==> src/sv/fir7g_pkg.sv <==
`timescale 1ns / 1ps
`default_nettype none

package fir7g_pkg;

  // Filter dimensions.
  localparam int TAPS        = 7;
  localparam int SAMPLE_BITS = 12;
  localparam int COEF_BITS   = 16;
  localparam int NCOEF       = 7;
  localparam int MASTER_FRAC = 23;
  localparam int GAIN_BITS   = 12;
  localparam int GAIN_FRAC   = 8;
  localparam int DAC_BITS    = 12;
  localparam int SEL_BITS    = 2;

  // Derived widths of the datapath.
  localparam int TAP_IDX_W = (TAPS > 1) ? $clog2(TAPS) : 1;
  localparam int ACC_W     = SAMPLE_BITS + 1 + COEF_BITS + $clog2(TAPS);
  localparam int MAG_W     = ACC_W - COEF_BITS;
  localparam int MUL_A_W   = (SAMPLE_BITS + 1 > MAG_W + 1) ? SAMPLE_BITS + 1 : MAG_W + 1;
  localparam int MUL_B_W   = (COEF_BITS > GAIN_BITS + 1) ? COEF_BITS : GAIN_BITS + 1;
  localparam int PROD_W    = MUL_A_W + MUL_B_W;
  localparam int SCALED_W  = MAG_W + GAIN_BITS - GAIN_FRAC;

  // Filter select codes; the unused code behaves as bypass.
  localparam logic [SEL_BITS-1:0] SEL_BYPASS    = 2'd0;
  localparam logic [SEL_BITS-1:0] SEL_HIGH_PASS = 2'd1;
  localparam logic [SEL_BITS-1:0] SEL_LOW_PASS  = 2'd2;

  localparam logic [GAIN_BITS-1:0] GAIN_RESET = GAIN_BITS'(256);

  // Master coefficient sets in Q1.23.
  localparam int HP_MASTER [NCOEF] = '{
    -880804, -1214670, -1443679, 6863559, -1443679, -1214670, -880804
  };
  localparam int LP_MASTER [NCOEF] = '{
    672766, 721420, 752458, 762524, 752458, 721420, 672766
  };

  typedef logic signed [COEF_BITS-1:0] coef_t;
  typedef coef_t coef_arr_t [TAPS];

  typedef struct packed {
    logic [SAMPLE_BITS-1:0] adc_sample;
    logic [SEL_BITS-1:0]    filter_select;
  } in_item_t;

  typedef struct packed {
    logic [DAC_BITS-1:0] dac_code;
    logic                overflow;
  } out_item_t;

  // Reduce a Q1.23 value to Q1.(COEF_BITS-1): round the magnitude, ties away from zero.
  function automatic coef_t coef_round(int m);
    int     sh;
    longint half;
    longint mag;
    sh   = MASTER_FRAC + 1 - COEF_BITS;
    half = (longint'(1) << sh) >> 1;
    mag  = (m < 0) ? -longint'(m) : longint'(m);
    mag  = (mag + half) >> sh;
    return COEF_BITS'((m < 0) ? -mag : mag);
  endfunction

  // Build a coefficient set for all taps; taps past the defined set are zero.
  function automatic coef_arr_t build_coefs(bit lowpass);
    coef_arr_t c;
    for (int i = 0; i < TAPS; i++) begin
      if (i < NCOEF) begin
        c[i] = lowpass ? coef_round(LP_MASTER[i]) : coef_round(HP_MASTER[i]);
      end else begin
        c[i] = '0;
      end
    end
    return c;
  endfunction

  localparam coef_arr_t HP_COEF = build_coefs(1'b0);
  localparam coef_arr_t LP_COEF = build_coefs(1'b1);

endpackage

`default_nettype wire

==> src/sv/dual_fir7_filter_with_gain.sv <==
`timescale 1ns / 1ps
`default_nettype none

// Channel | Direction | Handshake          | Payload
// in      | input     | in_valid/in_ready  | in_item: adc_sample, filter_select
// out     | output    | out_valid/out_ready| out_item: dac_code, overflow
// cfg     | input     | cfg_valid/cfg_ready| cfg_data: gain (Q4.8)
//
// A filtered item passes through the states MAC, ABS, MAG, GAIN, SCALE and OUT
// before the next acceptance; a bypass item goes straight to OUT. The single shared
// multiplier handles one tap per cycle and then the gain product.
// Reset (rst, synchronous) clears the history, sets gain to 1.0 and empties the
// output register. A result waits in the output register while out_ready is low;
// the next item is accepted meanwhile, and it waits for that register only at its end.
module dual_fir7_filter_with_gain (
  input  wire logic                            clk,
  input  wire logic                            rst,
  input  wire logic                            in_valid,
  output logic                                 in_ready,
  input  wire fir7g_pkg::in_item_t             in_item,
  output logic                                 out_valid,
  input  wire logic                            out_ready,
  output fir7g_pkg::out_item_t                 out_item,
  input  wire logic                            cfg_valid,
  output logic                                 cfg_ready,
  input  wire logic [fir7g_pkg::GAIN_BITS-1:0] cfg_data
);
  import fir7g_pkg::*;

  typedef enum logic [2:0] {
    S_IDLE,
    S_MAC,
    S_ABS,
    S_MAG,
    S_GAIN,
    S_SCALE,
    S_OUT
  } state_t;

  state_t                    state;
  logic [TAP_IDX_W-1:0]      tap_cnt;
  logic                      mac_pend;
  logic                      sel_lp;
  logic signed [ACC_W-1:0]   acc;
  logic [MAG_W-1:0]          mag;
  logic [GAIN_BITS-1:0]      gain;
  out_item_t                 res;

  logic                      in_fire;
  logic                      is_filter;
  logic [SAMPLE_BITS-1:0]    tap_data;
  coef_t                     coef;
  logic signed [MUL_A_W-1:0] op_a;
  logic signed [MUL_B_W-1:0] op_b;
  logic signed [PROD_W-1:0]  prod;
  logic [ACC_W-1:0]          abs_acc;
  logic [SCALED_W-1:0]       scaled;

  assign in_ready  = (state == S_IDLE);
  assign cfg_ready = 1'b1;
  assign in_fire   = in_valid && in_ready;
  assign is_filter = (in_item.filter_select == SEL_HIGH_PASS) ||
                     (in_item.filter_select == SEL_LOW_PASS);

  fir7g_hist u_hist (
    .clk      (clk),
    .rst      (rst),
    .shift_en (in_fire && is_filter),
    .sample_in(in_item.adc_sample),
    .rd_idx   (tap_cnt),
    .rd_data  (tap_data)
  );

  // Operand selection for the shared multiplier: taps times coefficients, then gain.
  assign coef = sel_lp ? LP_COEF[tap_cnt] : HP_COEF[tap_cnt];

  always_comb begin
    if (state == S_GAIN) begin
      op_a = MUL_A_W'(mag);
      op_b = MUL_B_W'(gain);
    end else begin
      op_a = MUL_A_W'(tap_data);
      op_b = MUL_B_W'(coef);
    end
  end

  fir7g_mul u_mul (
    .clk (clk),
    .op_a(op_a),
    .op_b(op_b),
    .prod(prod)
  );

  // Magnitude of the sum and the scaled product.
  assign abs_acc = acc[ACC_W-1] ? ACC_W'(-acc) : ACC_W'(acc);
  assign scaled  = prod[GAIN_FRAC +: SCALED_W];

  // Gain register.
  always_ff @(posedge clk) begin
    if (rst) begin
      gain <= GAIN_RESET;
    end else if (cfg_valid && cfg_ready) begin
      gain <= cfg_data;
    end
  end

  // Sequencer, accumulator and output register.
  always_ff @(posedge clk) begin
    if (rst) begin
      state     <= S_IDLE;
      tap_cnt   <= '0;
      mac_pend  <= 1'b0;
      out_valid <= 1'b0;
    end else begin
      mac_pend <= (state == S_MAC);
      if (mac_pend) begin
        acc <= acc + ACC_W'(prod);
      end
      // A taken result clears the register unless a new one is loaded in this cycle.
      if (out_valid && out_ready && (state != S_OUT)) begin
        out_valid <= 1'b0;
      end
      case (state)
        S_IDLE: begin
          if (in_fire) begin
            tap_cnt <= '0;
            acc     <= '0;
            sel_lp  <= (in_item.filter_select == SEL_LOW_PASS);
            if (is_filter) begin
              state <= S_MAC;
            end else begin
              res.dac_code <= DAC_BITS'(in_item.adc_sample);
              res.overflow <= 1'b0;
              state        <= S_OUT;
            end
          end
        end
        S_MAC: begin
          if (tap_cnt == TAP_IDX_W'(TAPS - 1)) begin
            state <= S_ABS;
          end else begin
            tap_cnt <= tap_cnt + 1'b1;
          end
        end
        S_ABS: begin
          // Last product is added in this cycle.
          state <= S_MAG;
        end
        S_MAG: begin
          mag   <= abs_acc[ACC_W-2 : COEF_BITS-1];
          state <= S_GAIN;
        end
        S_GAIN: begin
          state <= S_SCALE;
        end
        S_SCALE: begin
          res.dac_code <= scaled[DAC_BITS-1:0];
          res.overflow <= |scaled[SCALED_W-1:DAC_BITS];
          state        <= S_OUT;
        end
        S_OUT: begin
          if (!out_valid || out_ready) begin
            out_item  <= res;
            out_valid <= 1'b1;
            state     <= S_IDLE;
          end
        end
        default: begin
          state <= S_IDLE;
        end
      endcase
    end
  end

endmodule

`default_nettype wire

==> src/sv/fir7g_hist.sv <==
`timescale 1ns / 1ps
`default_nettype none

module fir7g_hist (
  input  wire logic                              clk,
  input  wire logic                              rst,
  input  wire logic                              shift_en,
  input  wire logic [fir7g_pkg::SAMPLE_BITS-1:0] sample_in,
  input  wire logic [fir7g_pkg::TAP_IDX_W-1:0]   rd_idx,
  output logic      [fir7g_pkg::SAMPLE_BITS-1:0] rd_data
);
  import fir7g_pkg::*;

  logic [SAMPLE_BITS-1:0] hist [TAPS];

  // Sample history, entry 0 the newest; cleared at reset.
  always_ff @(posedge clk) begin
    if (rst) begin
      for (int i = 0; i < TAPS; i++) begin
        hist[i] <= '0;
      end
    end else if (shift_en) begin
      for (int i = TAPS - 1; i > 0; i--) begin
        hist[i] <= hist[i-1];
      end
      hist[0] <= sample_in;
    end
  end

  // Tap read for the multiply-accumulate sequence.
  assign rd_data = hist[rd_idx];

endmodule

`default_nettype wire

==> src/sv/fir7g_mul.sv <==
`timescale 1ns / 1ps
`default_nettype none

module fir7g_mul (
  input  wire logic                                clk,
  input  wire logic signed [fir7g_pkg::MUL_A_W-1:0] op_a,
  input  wire logic signed [fir7g_pkg::MUL_B_W-1:0] op_b,
  output logic signed      [fir7g_pkg::PROD_W-1:0]  prod
);
  import fir7g_pkg::*;

  // Shared signed multiplier with a registered product.
  always_ff @(posedge clk) begin
    prod <= PROD_W'(op_a * op_b);
  end

endmodule

`default_nettype wire

==> config.mk <==
export PLATFORM = sky130hd
export DESIGN_NAME = dual_fir7_filter_with_gain
export DESIGN_NICKNAME = d
export VERILOG_FILES = /design/src/sv/fir7g_pkg.sv /design/src/sv/dual_fir7_filter_with_gain.sv /design/src/sv/fir7g_hist.sv /design/src/sv/fir7g_mul.sv
export SDC_FILE = /design/constraint.sdc
export NUM_CORES = 1
export LEC_CHECK = 0
export BUFFER_PORTS_ARGS = -buffer_cell sky130_fd_sc_hd__buf_2
export CORE_MARGIN = 1
export CORE_UTILIZATION = 35
export CTS_BUF_LIST = sky130_fd_sc_hd__clkbuf_16
export DETAILED_ROUTE_END_ITERATION = 7
export HOLD_SLACK_MARGIN = 0.15
export PLACE_DENSITY = 0.51
export SYNTH_ARGS = -nofsm -noshare
export SYNTH_HDL_FRONTEND = slang
export SYNTH_SLANG_ARGS = --single-unit
==> constraint.sdc <==
create_clock -name clk -period 10.6 [get_ports clk]
set_input_delay 1.59 -clock clk [delete_from_list [all_inputs] [get_ports clk]]
set_output_delay 1.59 -clock clk [all_outputs]
set_load 0.02 [all_outputs]
Word level (Yosys, flattened, before mapping) --
Memories as Yosys holds them, arrays and structs flattened. A register that Yosys moved wholly into a read port is not among the register bits. Index checks and enable logic that the tools add are counted.
Storage, ports and cells: flip-flop bits (word level) 127, bits in latches 0, bits in writable memories 84, memory bits (read-only) 256, bits of input ports 31, output and inout bits 16, word-level logic and storage cells 101, memories 3
Memory list:
- (no name shown) | words 8, width 16, rd ports 1, clocked after Yosys merged registers in 0, wr ports 0, RTL line dual_fir7_filter_with_gain.sv:75 | assign coef = sel_lp ? LP_COEF[tap_cnt] : HP_COEF[tap_cnt];
- (no name shown) | words 8, width 16, rd ports 1, clocked after Yosys merged registers in 0, wr ports 0, RTL line dual_fir7_filter_with_gain.sv:75
- u_hist.hist | words 7, width 12, rd ports 7, clocked after Yosys merged registers in 1, wr ports 7, RTL line fir7g_hist.sv:14 | logic [SAMPLE_BITS-1:0] hist [TAPS];
Cells by class: add/subtract/negate cells 3, multipliers 1, div/mod/pow operators 0, magnitude comparators 1, eq/ne operators 15, shift operators 0, muxes and demuxes 39, bitwise gates (word level) 9, reduce and logical (&&, ||, !) cells 17
Operators with widths (count):
- two-way mux 16 bit | 7
- two-way mux 32 bit | 3
- two-way mux 12 bit | 7
- adder 32 bit | 1
- multiplier 17 x 16 -> 32 bit | 1
- two-way mux 31 bit | 1
- negation 31 bit | 1
- two-way mux 13 bit | 2
- case mux 13 bit (2 select lines) | 1
- two-way mux 3 bit | 8
- case mux 3 bit (7 select lines) | 1
- == test 3 bit (second input constant) | 4
- AND reduction 3 bit | 4
- two-way mux 1 bit | 8
- OR reduction 8 bit | 1
- OR 1 bit | 7
- == test 3 x 2 -> 1 bit (second input constant) | 2
- != test 2 bit (second input constant) | 3
- case mux 3 bit (2 select lines) | 1
- >= comparator 4 bit (second input constant) | 1
- logical AND 1 bit | 4
- != test 2 x 1 -> 1 bit (second input constant) | 2
- NOT 3 -> 4 bit | 1
- AND reduction 4 bit | 1
- other kinds (11) | 13

Longest topological paths before layout --
Gate-level depths: netlist of run 1.
word-level depth 7, mapped depth 34, mapped depth without buffers 32

By module --
Synthesis of run 1 repeated with hierarchy kept, for this count alone.
Unflattened totals: cell total of the unflattened synthesis 2139, area total of the unflattened synthesis 21465.6 µm²
Modules (own cells, without submodules):
- fir7g_mul | times used 1, cells an instance 1219, area each 11220.8 µm², seq. area each 660.6 µm²
- dual_fir7_filter_with_gain | times used 1, cells an instance 658, area each 6276.0 µm², seq. area each 2652.5 µm²
- fir7g_hist | times used 1, cells an instance 262, area each 3968.8 µm², seq. area each 2522.4 µm²

Worst setup path before layout of run 1 --
OpenSTA, ideal clock, no wires.
path type input to register, from in in_item[0] in the netlist's numbering, to mem u_hist.hist[0][0] (enable), library setup time 0.642 ns, arrival time 7.886 ns, data required time 9.958 ns, path slack 2.072 ns, stages on the path 3, path buffers 0, path through inv_1 -> ha_1 -> o21ai_0
RTL lines:
- from (decl) | RTL line dual_fir7_filter_with_gain.sv:20 | input wire fir7g_pkg::in_item_t in_item,
- to (decl) | RTL line fir7g_hist.sv:14

Worst setup path in the final report of run 1 --
from reg state[2], to reg u_mul.prod[31] in the netlist's numbering
Between the ends: longest elaborated chain between the ends 3, elaborated cells between the ends (all ways) 4, classes of those cells 1 x mul; 1 x eq/ne; 2 x mux
RTL lines:
- from (decl) | RTL line dual_fir7_filter_with_gain.sv:40 | state_t state;
- from (signal assigned) | RTL line dual_fir7_filter_with_gain.sv:110 | state <= S_IDLE;
- from (signal assigned) | RTL line dual_fir7_filter_with_gain.sv:130 | state <= S_MAC;
- from (signal assigned) | RTL line dual_fir7_filter_with_gain.sv:134 | state <= S_OUT;
- == test 3 bit (*) | RTL line dual_fir7_filter_with_gain.sv:78 | if (state == S_GAIN) begin
- two-way mux 16 bit | RTL line dual_fir7_filter_with_gain.sv:78
- multiplier 17 x 16 -> 32 bit (*) | RTL line fir7g_mul.sv:14 | prod <= PROD_W'(op_a * op_b);
- to (signal assigned) | RTL line fir7g_mul.sv:14
- to (decl) | RTL line fir7g_mul.sv:8 | output logic signed [fir7g_pkg::PROD_W-1:0] prod
Every way passes the cells marked *; elsewhere a longest branch is shown, timed or not. A chain may end at the register's enable or synchronous reset.

==> impl_metrics.py, run 1 <==
metrics = {
    "worst_setup_path": {
        "worst-endpoint-arrival_ps": 8900,
        "slowest_stage": "a21oi_1",
        "worstPathRequired_ps": 11030,
        "r2r_end": "u_mul.prod[31]",
        "start_kind": "flop",
        "reg2reg_depth": 24,
        "slowest_delay_ps": 1040,
        "critPathMaxFanout": 18,
        "timing.rr.start": "state[2]",
        "critPathBufInv": 2,
        "crit_family": "adder cells",
        "crit_path_end_kind": "flop",
        "worstSetupPathType": "flop to flop",
        "path_cells": "nor2b_1, nor2b_2, nor2_1, a21oi_1, nor2_1, fa_1, inv_1, fa_1, fa_1, fa_1, inv_1, fa_1, fa_1, ha_1, nand3_1, nor2_1, o31ai_1, a311o_1, o2bb2ai_1, a41oi_1, a21oi_1, a21o_1, a21oi_1, xnor2_1",
        "crit_top_cell": "fa_1",
        "reg2reg_slack_ps": 2140,
    },
    "synthesis": {
        "synth-xor-area-share_pct": 3.12,
        "synth-compound-area-share_pct": 8.87,
        "syn_area_um2": 19100,
        "synth_cell_types": 62,
        "yosysWarnings": 0,
        "synth_adder_area_share_pct": 30.7,
        "synth_simple_gate_area_share_pct": 14.4,
        "synth_top_family_by_area": "adder cells",
        "yosys.area.top_type_share_pct": 25.0,
        "synth_top_area_cell": "edfxtp_1",
        "async_flop_share_pct": 0,
        "ys_seq_area_share_pct": 30.7,
        "synth.area.mux_share_pct": 5.17,
        "synth_flop_cell": "edfxtp_1",
        "yosys-top-cells-area": "edfxtp_1, fa_1, ha_1, dfxtp_1, inv_1",
        "synth_area_per_cell_um2": 9.96,
        "ys_ff_latch": 214,
        "syn_inst": 1919,
        "synth_edf_count": 159,
    },
    "global_routing": {
        "grt_usage_pct": 18.7,
        "grt_pass1_vias": 13700,
        "grtUsageMet1_pct": 26.6,
        "grt_first_pass_wirelength_um": 80200,
        "grt_busiest_layer": "met2",
        "antenna_found_initial": 2,
        "grt_start_max_net_pins": 85,
        "grt.met2_usage_pct": 29.4,
        "use_met3_pct": 2.84,
        "grt_overflow": 0,
    },
    "floorplanning": {
        "dieWidth_um": 236,
        "fp.dieArea_um2": 55500,
        "core_um2": 53900,
        "rows": 85,
        "start_util_pct": 35.4,
        "pin_count": 47,
        "fp.dieH_um": 236,
    },
    "clock_tree": {
        "numClockSinks": 214,
        "cts_buffer_depth": 3,
        "insertion_delay_ps": 560,
        "root_buffer": "clkbuf_16",
        "cts_tree": "done",
        "clkTransAtPathRegs_ps": 60,
        "post_cts_resized": 0,
        "postCtsHoldBufs": 0,
        "cts_setup_buffers": 0,
        "htree_levels": 1,
        "numCtsBuffers": 26,
    },
    "cells_and_area": {
        "drive_above_1_share_pct": 8.41,
        "layout.nets": 2337,
        "postLayoutCellArea_um2": 21000,
        "area_growth_pct": 10.1,
        "utilization_pct": 39.0,
    },
    "timing": {
        "layout_min_cycle_time_ps": 8460,
        "hold_violations": 0,
        "maxSlewHeadroom_pct": 12.0,
        "setup_tns_ps": 0,
        "period_share_pct": 79.9,
        "worst_pin_slew_ps": 1320,
        "rsz0062_at_grt": "no",
        "setup_viol": 0,
        "fmax_mhz": 118,
        "finClkSkew_ps": 22.1,
        "whs_ps": 419,
        "slew_violations": 0,
    },
    "hold_path": {
        "hold-path-endpoint": "out_item[9]",
        "hold_path_depth": 0,
        "hp-start": "res[9]",
        "hold_class": "flop to flop",
    },
    "routing": {
        "drt-pass1-iter-count": 5,
        "num_vias": 13400,
        "detail-route-antenna-nets": 0,
        "drt_iter0_drc": 867,
        "wl_per_cell_um": 19.1,
        "drt-total-wl_um": 51000,
        "drc": 0,
        "viasPerCell": 5.00,
    },
    "status": {
        "status": "finished, final reports clean",
    },
    "placed_design": {
        "placed_area_um2": 20200,
        "place_congestion": 0.905,
        "dpl.hpwl_um": 40000,
        "io_buffers": 45,
    },
    "job": {
        "drv_cap": 0,
    },
}
-- state kept, by name, indices dropped and copies added (netlist names), 3 cells and up, named ones only --
| register | count |
|---|---|
| out_item | 13 |
| acc | 32 |
| mag | 16 |
| gain | 12 |
| tap_cnt | 3 |
| u_mul.prod | 32 |
| res | 13 |
| state | 3 |
| u_hist.hist | 84 |
-- synth_stat cells (10+ instances only) --
cell type / number
mux4_2: 12
nand2_1: 182
a21oi_1: 64
fa_1: 194
xnor2_1: 54
dfxtp_1: 55
nand2b_1: 18
a21o_1: 40
o21a_1: 18
a211oi_1: 13
inv_1: 280
mux2i_1: 56
mux2_2: 14
and2_1: 100
ha_1: 158
nor2_1: 168
xor2_1: 14
edfxtp_1: 159
nor2b_1: 15
clkbuf_1: 62
nor3_1: 16
nand3_1: 12
o21ai_0: 73
buf_1: 10
and3_1: 26
-- layer usage --
layer | vias up | part of all wire, %
met1 | 6602 | 46
met2 | 301 | 45
met3 | 75 | 5.4
met5 | - | 0
met4 | 0 | 2.8
li1 | 6389 | -
-- metrics by stage --
step,std cells,setup slack [ps]
3_5_place_dp,2622,2240
5_1_grt,2670,1710
2_1_floorplan,1930,2070
3_3_place_gp,2622,2340
6_report,2672,2140
4_1_cts,2670,2170
-- worst max path at each step --
stage               startpoint                 to  slack, ps  depth (start not counted)
floorplan           in_item[0]  u_hist.hist[0][0]       2070                          3
global placement          flop     u_mul.prod[31]       2340                         27
detailed placement        flop     u_mul.prod[31]       2240                         27
CTS                       flop     u_mul.prod[31]       2170                         27
global route              flop     u_mul.prod[31]       1710                         27
finish                state[2]     u_mul.prod[31]       2140                         24
-- layout make-up --
| class | instances | area (um2) |
|---|---|---|
| inverter | 280 | 1050 |
| sequential | 214 | 5880 |
| multi-input combinational | 1363 | 12000 |
| tap | 696 | 871 |
| fill | 5300 | 32900 |
| clock inverter | 21 | 163 |
| clock buffer | 27 | 676 |
| antenna | 2 | 5.00 |
| timing repair buffer | 69 | 405 |
-- placed cells by master, fill, tap and decap left out, drive strengths merged, types with 40 or more instances in the layout --
cell type / instances
a21o: 40
a21oi: 64
and2: 101
buf: 69
dfxtp: 55
edfxtp: 159
fa: 194
ha: 158
inv: 286
mux2i: 56
nand2: 182
nor2: 168
o21ai: 80
xnor2: 54
-- cell families after synthesis --
kind of cell    count (synthesis)
simple gates                  579
flops                         214
other cells                     2
xor+xnor                       68
mux                            82
buf+inv                       353
compound gates                269
fa+ha+maj                     352
Power of run 1 is left out: the tool's default activity adds up to more than one toggle a clock period on the data nets, which glitch-free logic cannot reach.
==> run 2, diff against run 1 <==
- ABC_AREA: not set -> 1
- clock period: 10.6 -> 8.5 ns (I/O delays scaled with it)
==> run 2 against run 1 <==
  * Clock skew rose by 15 ps
  * Routed wire length is 23% higher
  * Maximum frequency rose by 15%
  * Setup slack got worse by 1000 ps
  * Synthesized cell count grew 37%
  * Sequential share of layout area is 2.2 points lower
  * Global-route usage is 2.7 points higher
  * Via count up 25%
  * Flip-flop and latch count unchanged
  * Utilization is 0.29 points lower
  * Non-clock buffer count fell by 9
  * Critical endpoint is now u_mul.prod[23]
==> impl_metrics.py, run 2 <==
metrics = {
    "status": {
        "status": "finished, final reports clean",
    },
    "cells_and_area": {
        "regMostFlops": "u_hist.hist",
        "drive_above_1_share_pct": 8.61,
        "n_antenna_cell": 0,
        "layout_common_cells": "inv_1, nand2_1, nor2_1",
        "reg_top3": "u_hist.hist x84, acc x32, u_mul.prod x32",
        "layout.nets": 3057,
        "final_common_cell": "inv_1",
        "largest_register_ffs": 84,
        "fillerInstances": 6081,
        "area_growth_pct": 9.40,
    },
    "routing": {
        "detail-route-antenna-nets": 0,
        "wl_per_cell_um": 18.1,
        "viasPerCell": 4.80,
        "drc": 0,
        "num_vias": 16600,
        "drt-pass1-iter-count": 5,
        "drt-total-wl_um": 62900,
        "drt_iter0_drc": 1080,
    },
    "timing": {
        "worst_slack_ps": 1120,
        "hold_violations": 0,
        "setup_tns_ps": 0,
        "worst_pin_slew_ps": 1100,
        "finClkSkew_ps": 37.6,
        "slew_violations": 0,
        "whs_ps": 417,
        "maxSlewHeadroom_pct": 26.8,
        "layout_min_cycle_time_ps": 7380,
        "rsz0062_at_grt": "no",
        "period_share_pct": 86.8,
        "setup_viol": 0,
        "fmax_mhz": 136,
    },
    "synthesis": {
        "async_flop_share_pct": 0,
        "syn_area_um2": 20900,
        "synth_cell_types": 47,
        "syn_inst": 2634,
        "synth_top_area_cell": "edfxtp_1",
        "yosys-top-cells-area": "edfxtp_1, fa_1, inv_1, nand2_1, ha_1",
        "synth_edf_count": 159,
        "ys_seq_area_share_pct": 28.2,
        "synth.most_common_cell": "inv_1",
        "yosysWarnings": 0,
        "ys_ff_latch": 214,
        "synth_flop_cell": "edfxtp_1",
        "synth_area_per_cell_um2": 7.92,
        "yosys.area.top_type_share_pct": 22.9,
        "synth_common_cells": "inv_1, nand2_1, nor2_1",
    },
    "hold_path": {
        "hold_class": "flop to flop",
    },
    "floorplanning": {
        "fp.dieArea_um2": 60600,
        "fp.dieH_um": 246,
        "core_um2": 58900,
        "start_util_pct": 35.4,
        "pin_count": 47,
        "dieWidth_um": 246,
        "rows": 89,
    },
    "job": {
        "drv_cap": 0,
    },
    "clock_tree": {
        "cts_tree": "done",
        "postCtsHoldBufs": 0,
        "numClockSinks": 214,
        "cts_setup_buffers": 0,
        "cts_buffer_depth": 3,
        "clkTransAtPathRegs_ps": 60,
        "htree_levels": 1,
        "post_cts_resized": 0,
        "numCtsBuffers": 28,
        "insertion_delay_ps": 600,
        "root_buffer": "clkbuf_16",
    },
    "worst_setup_path": {
        "worst-endpoint-arrival_ps": 7840,
        "worstPathRequired_ps": 8970,
        "slowest_delay_ps": 550,
        "slowest_stage": "fa_1",
        "path_cells": "inv_2, nor2_4, inv_2, o211ai_1, nand2_1, inv_2, nand2_1, fa_1, fa_1, fa_1, fa_1, inv_1, fa_1, inv_1, fa_1, inv_1, ha_1, nand2_1, nor2_1, inv_1, o21ai_0, nand3_1, nand3_1, nand2_1",
        "crit_top_cell": "fa_1",
        "worstSetupPathType": "flop to flop",
        "start_kind": "flop",
        "critPathMaxFanout": 37,
        "crit_path_end_kind": "flop",
    },
    "placed_design": {
        "place_congestion": 0.942,
        "place_ws_ps": 1220,
        "io_buffers": 45,
        "dpl.hpwl_um": 51400,
    },
    "global_routing": {
        "grt_usage_pct": 21.4,
        "grt_overflow": 0,
        "antenna_found_initial": 0,
        "grt_first_pass_wirelength_um": 99400,
        "grt_pass1_vias": 16900,
        "grt_start_max_net_pins": 85,
        "grtUsageMet1_pct": 30.2,
        "use_met3_pct": 2.28,
        "grt.met2_usage_pct": 34.7,
        "grt_busiest_layer": "met2",
    },
}
==> run 2: changes by cell type in the layout (fill, tap and decap cells not counted), moves of 66 or more <==
cell	before	now
and2_1	100	3
nor2_2	0	66
nand3_1	12	89
nand2_1	182	540
inv_1	284	612
a21oi_1	61	132
nor2_1	168	272
==> run 2: cells by family after synthesis <==
family | share of synthesized area (%)
XOR/XNOR | 1.81
buffers and inverters | 13.1
AND/OR/NAND/NOR | 20.5
adder cells (fa/ha/maj) | 28.1
other | 0.0360
flip-flops | 28.2
AO/OA/AOI/OAI | 8.29
==> run 2: metal layers <==
layer | vias to the layer above | part of all wire [%] | wire (um)
met5 | - | 0 | 0
met4 | 0 | 2.6 | 1660
met3 | 84 | 4.4 | 2790
met2 | 400 | 46 | 28700
met1 | 7998 | 47 | 29800
li1 | 8163 | - | -
==> run 2: final timing paths <==
kind	endpoint	startpoint	depth (start not counted)	slack, ps
hold reg to reg	out_item[2]	res[2]	0	420
setup / recovery	u_mul.prod[23]	state[2]	24	1120
hold / removal	out_item[2]	res[2]	0	420
setup reg to reg	u_mul.prod[23]	state[2]	24	1120
==> run 2: per-stage QoR <==
step / cell area [um2] / utilization, % / cells
floorplan: 20900 / - / 2645
global placement: 21900 / 37.2 / 3417
detailed placement: 21900 / 37.2 / 3417
CTS: 22800 / 38.7 / 3469
global route: 22800 / 38.7 / 3469
finish: 22800 / 38.7 / 3469
==> run 2: cell type report <==
type                            count  area, um2  share of cell area (%)
Clock inverter                     24        230                    1.01
Multi-Input combinational cell   1735      12300                    54.0
Clock buffer                       28        701                    3.07
Sequential cell                   214       5880                    25.8
Timing Repair Buffer               60        338                    1.48
Tap cell                          773        967                    4.24
Inverter                          635       2380                    10.4
==> run 2: worst max-delay path, delay by kind of cell (launching register included) <==
| family | cells | cell delay (ps) |
|---|---|---|
| adder cells (fa/ha/maj) | 7 | 3460 |
| flip-flops | 1 | 390 |
| AO/OA/AOI/OAI | 2 | 760 |
| buffers and inverters | 7 | 1090 |
| AND/OR/NAND/NOR | 8 | 1510 |
Power of run 2 is left out for the same reason.
==> run 3, diff against run 2 <==
- ABC_AREA: 1 -> not set
==> run 3 against run 2 <==
  * Non-clock buffer count up 26
  * Critical path depth increased by 3
  * Routed wire length fell by 17%
  * Count of clock-buffer cells in the layout unchanged
  * Largest cell class unchanged
  * Critical endpoint is now u_mul.prod[31]
  * Utilization up 0.51 points
  * Sequential share of layout area rose by 2.0 points
  * Via count decreased by 18%
  * Clock skew is 24 ps lower
  * Setup slack worse by 640 ps
  * First-iteration DRC count fell by 26%
==> impl_metrics.py, run 3 (same netlist as run 1, synthesis figures left out) <==
metrics = {
    "clock_tree": {
        "cts_buffer_depth": 3,
        "cts_tree": "done",
        "htree_levels": 1,
        "postCtsHoldBufs": 0,
        "insertion_delay_ps": 550,
        "root_buffer": "clkbuf_16",
        "numCtsBuffers": 25,
        "numClockSinks": 214,
        "clkTransAtPathRegs_ps": 60,
    },
    "floorplanning": {
        "fp.dieArea_um2": 55500,
        "pin_count": 47,
        "rows": 85,
        "fp.dieH_um": 236,
        "dieWidth_um": 236,
        "start_util_pct": 35.4,
        "core_um2": 53900,
    },
    "placed_design": {
        "io_buffers": 45,
        "dpl.hpwl_um": 41200,
        "place_congestion": 0.898,
    },
    "worst_setup_path": {
        "slowest_stage": "fa_1",
        "slowest_delay_ps": 550,
        "r2r_end": "u_mul.prod[31]",
        "reg2reg_depth": 27,
        "worstSetupPathType": "flop to flop",
        "crit_path_end_kind": "flop",
        "start_kind": "flop",
        "crit_top_cell": "fa_1",
        "reg2reg_slack_ps": 490,
        "critPathMaxFanout": 16,
        "timing.rr.start": "state[2]",
        "critPathBufInv": 6,
        "crit_family": "adder cells",
        "worstPathRequired_ps": 8930,
        "worst-endpoint-arrival_ps": 8440,
    },
    "global_routing": {
        "grt_overflow": 0,
        "use_met3_pct": 1.84,
        "grt_start_max_net_pins": 85,
        "grt_first_pass_wirelength_um": 82600,
        "grt_pass1_vias": 14000,
        "grt.met2_usage_pct": 30.7,
        "grt_usage_pct": 19.1,
        "grt_busiest_layer": "met2",
        "antenna_found_initial": 1,
        "grtUsageMet1_pct": 27.8,
    },
    "timing": {
        "fmax_mhz": 125,
        "hold_violations": 0,
        "setup_tns_ps": 0,
        "setup_viol": 0,
        "period_share_pct": 94.3,
        "worst_pin_slew_ps": 1140,
        "slew_violations": 0,
        "layout_min_cycle_time_ps": 8010,
        "maxSlewHeadroom_pct": 24.2,
        "finClkSkew_ps": 13.2,
        "whs_ps": 420,
        "rsz0062_at_grt": "no",
    },
    "routing": {
        "drc": 0,
        "drt-total-wl_um": 52100,
        "wl_per_cell_um": 19.4,
        "viasPerCell": 5.08,
        "drt_iter0_drc": 804,
        "detail-route-antenna-nets": 0,
        "num_vias": 13600,
        "drt-pass1-iter-count": 5,
    },
    "cells_and_area": {
        "reg_top3": "u_hist.hist x84, acc x32, u_mul.prod x32",
        "regMostFlops": "u_hist.hist",
        "area_growth_pct": 10.7,
        "fillerInstances": 5267,
        "layout_common_cells": "inv_1, fa_1, nand2_1",
        "largest_register_ffs": 84,
        "final_common_cell": "inv_1",
        "drive_above_1_share_pct": 9.00,
        "n_antenna_cell": 0,
        "multi_input_area_um2": 12000,
        "layout.nets": 2353,
        "seq_area_um2": 5880,
    },
    "hold_path": {
        "hold_path_depth": 0,
        "hold-path-endpoint": "out_item[1]",
        "hold_class": "flop to flop",
        "hp-start": "res[1]",
    },
    "status": {
        "status": "finished, final reports clean",
    },
    "job": {
        "drv_cap": 0,
    },
}
[run 3: worst max-delay path by stage]
| stage | startpoint | to | slack (ps) | depth (start not counted) |
|---|---|---|---|---|
| final | state[2] | u_mul.prod[31] | 490 | 27 |
| after detailed placement | state[2] | u_mul.prod[31] | 490 | 24 |
| after global routing | state[2] | u_mul.prod[31] | 60 | 27 |
| after global placement | state[2] | u_mul.prod[31] | 540 | 24 |
| after floorplan | in_item[0] | u_hist.hist[0][0] | 290 | 3 |
| after CTS | state[2] | u_mul.prod[31] | 450 | 24 |
[run 3: worst reg2reg max path: stages (launching register included)]
cell and delay [ps]:
dfxtp_1 490, nor2b_1 330, nand2b_1 470, buf_4 350, o21ai_0 130, o21a_1 480, nand2_1 160, fa_1 550
inv_1 60, fa_1 500, inv_1 60, fa_1 520, inv_1 50, fa_1 460, fa_1 490, inv_1 50
fa_1 490, inv_1 90, ha_1 400, a21oi_1 120, nor2b_1 150, a311o_1 400, o2bb2ai_1 320, a41oi_1 200
a21oi_1 250, a21o_1 150, a21oi_1 70, xnor2_1 120
[run 3: metrics by stage]
step | utilization (%) | setup WS (ps) | area [um2] | cells
after floorplan | - | 287 | 19200 | 1930
after global placement | 37.7 | 544 | 20300 | 2639
after detailed placement | 37.7 | 494 | 20300 | 2639
after CTS | 39.2 | 454 | 21200 | 2685
after global routing | 39.3 | 61.4 | 21200 | 2685
final | 39.3 | 489 | 21200 | 2685
[run 3: routing by layer]
layer | vias to the layer above | part of all wire [%]
met5 | - | 0
met4 | 0 | 1.7
met3 | 40 | 4.5
met2 | 287 | 47
met1 | 6908 | 47
li1 | 6395 | -
[run 3: layout make-up]
type	count	share of cell area, %
tap	696	4.11
clock buffer	28	3.31
timing repair buffer	86	2.64
inverter	280	4.97
multi-input combinational	1363	56.7
clock inverter	18	0.532
sequential	214	27.8
[run 3: repair_timing]
item,in CTS,in global routing
setup buffers,0,0
endpoints found under the hold margin,0,0
setup endpoints to repair,0,2
resized for setup,0,1
Power of run 3 is left out for the same reason.
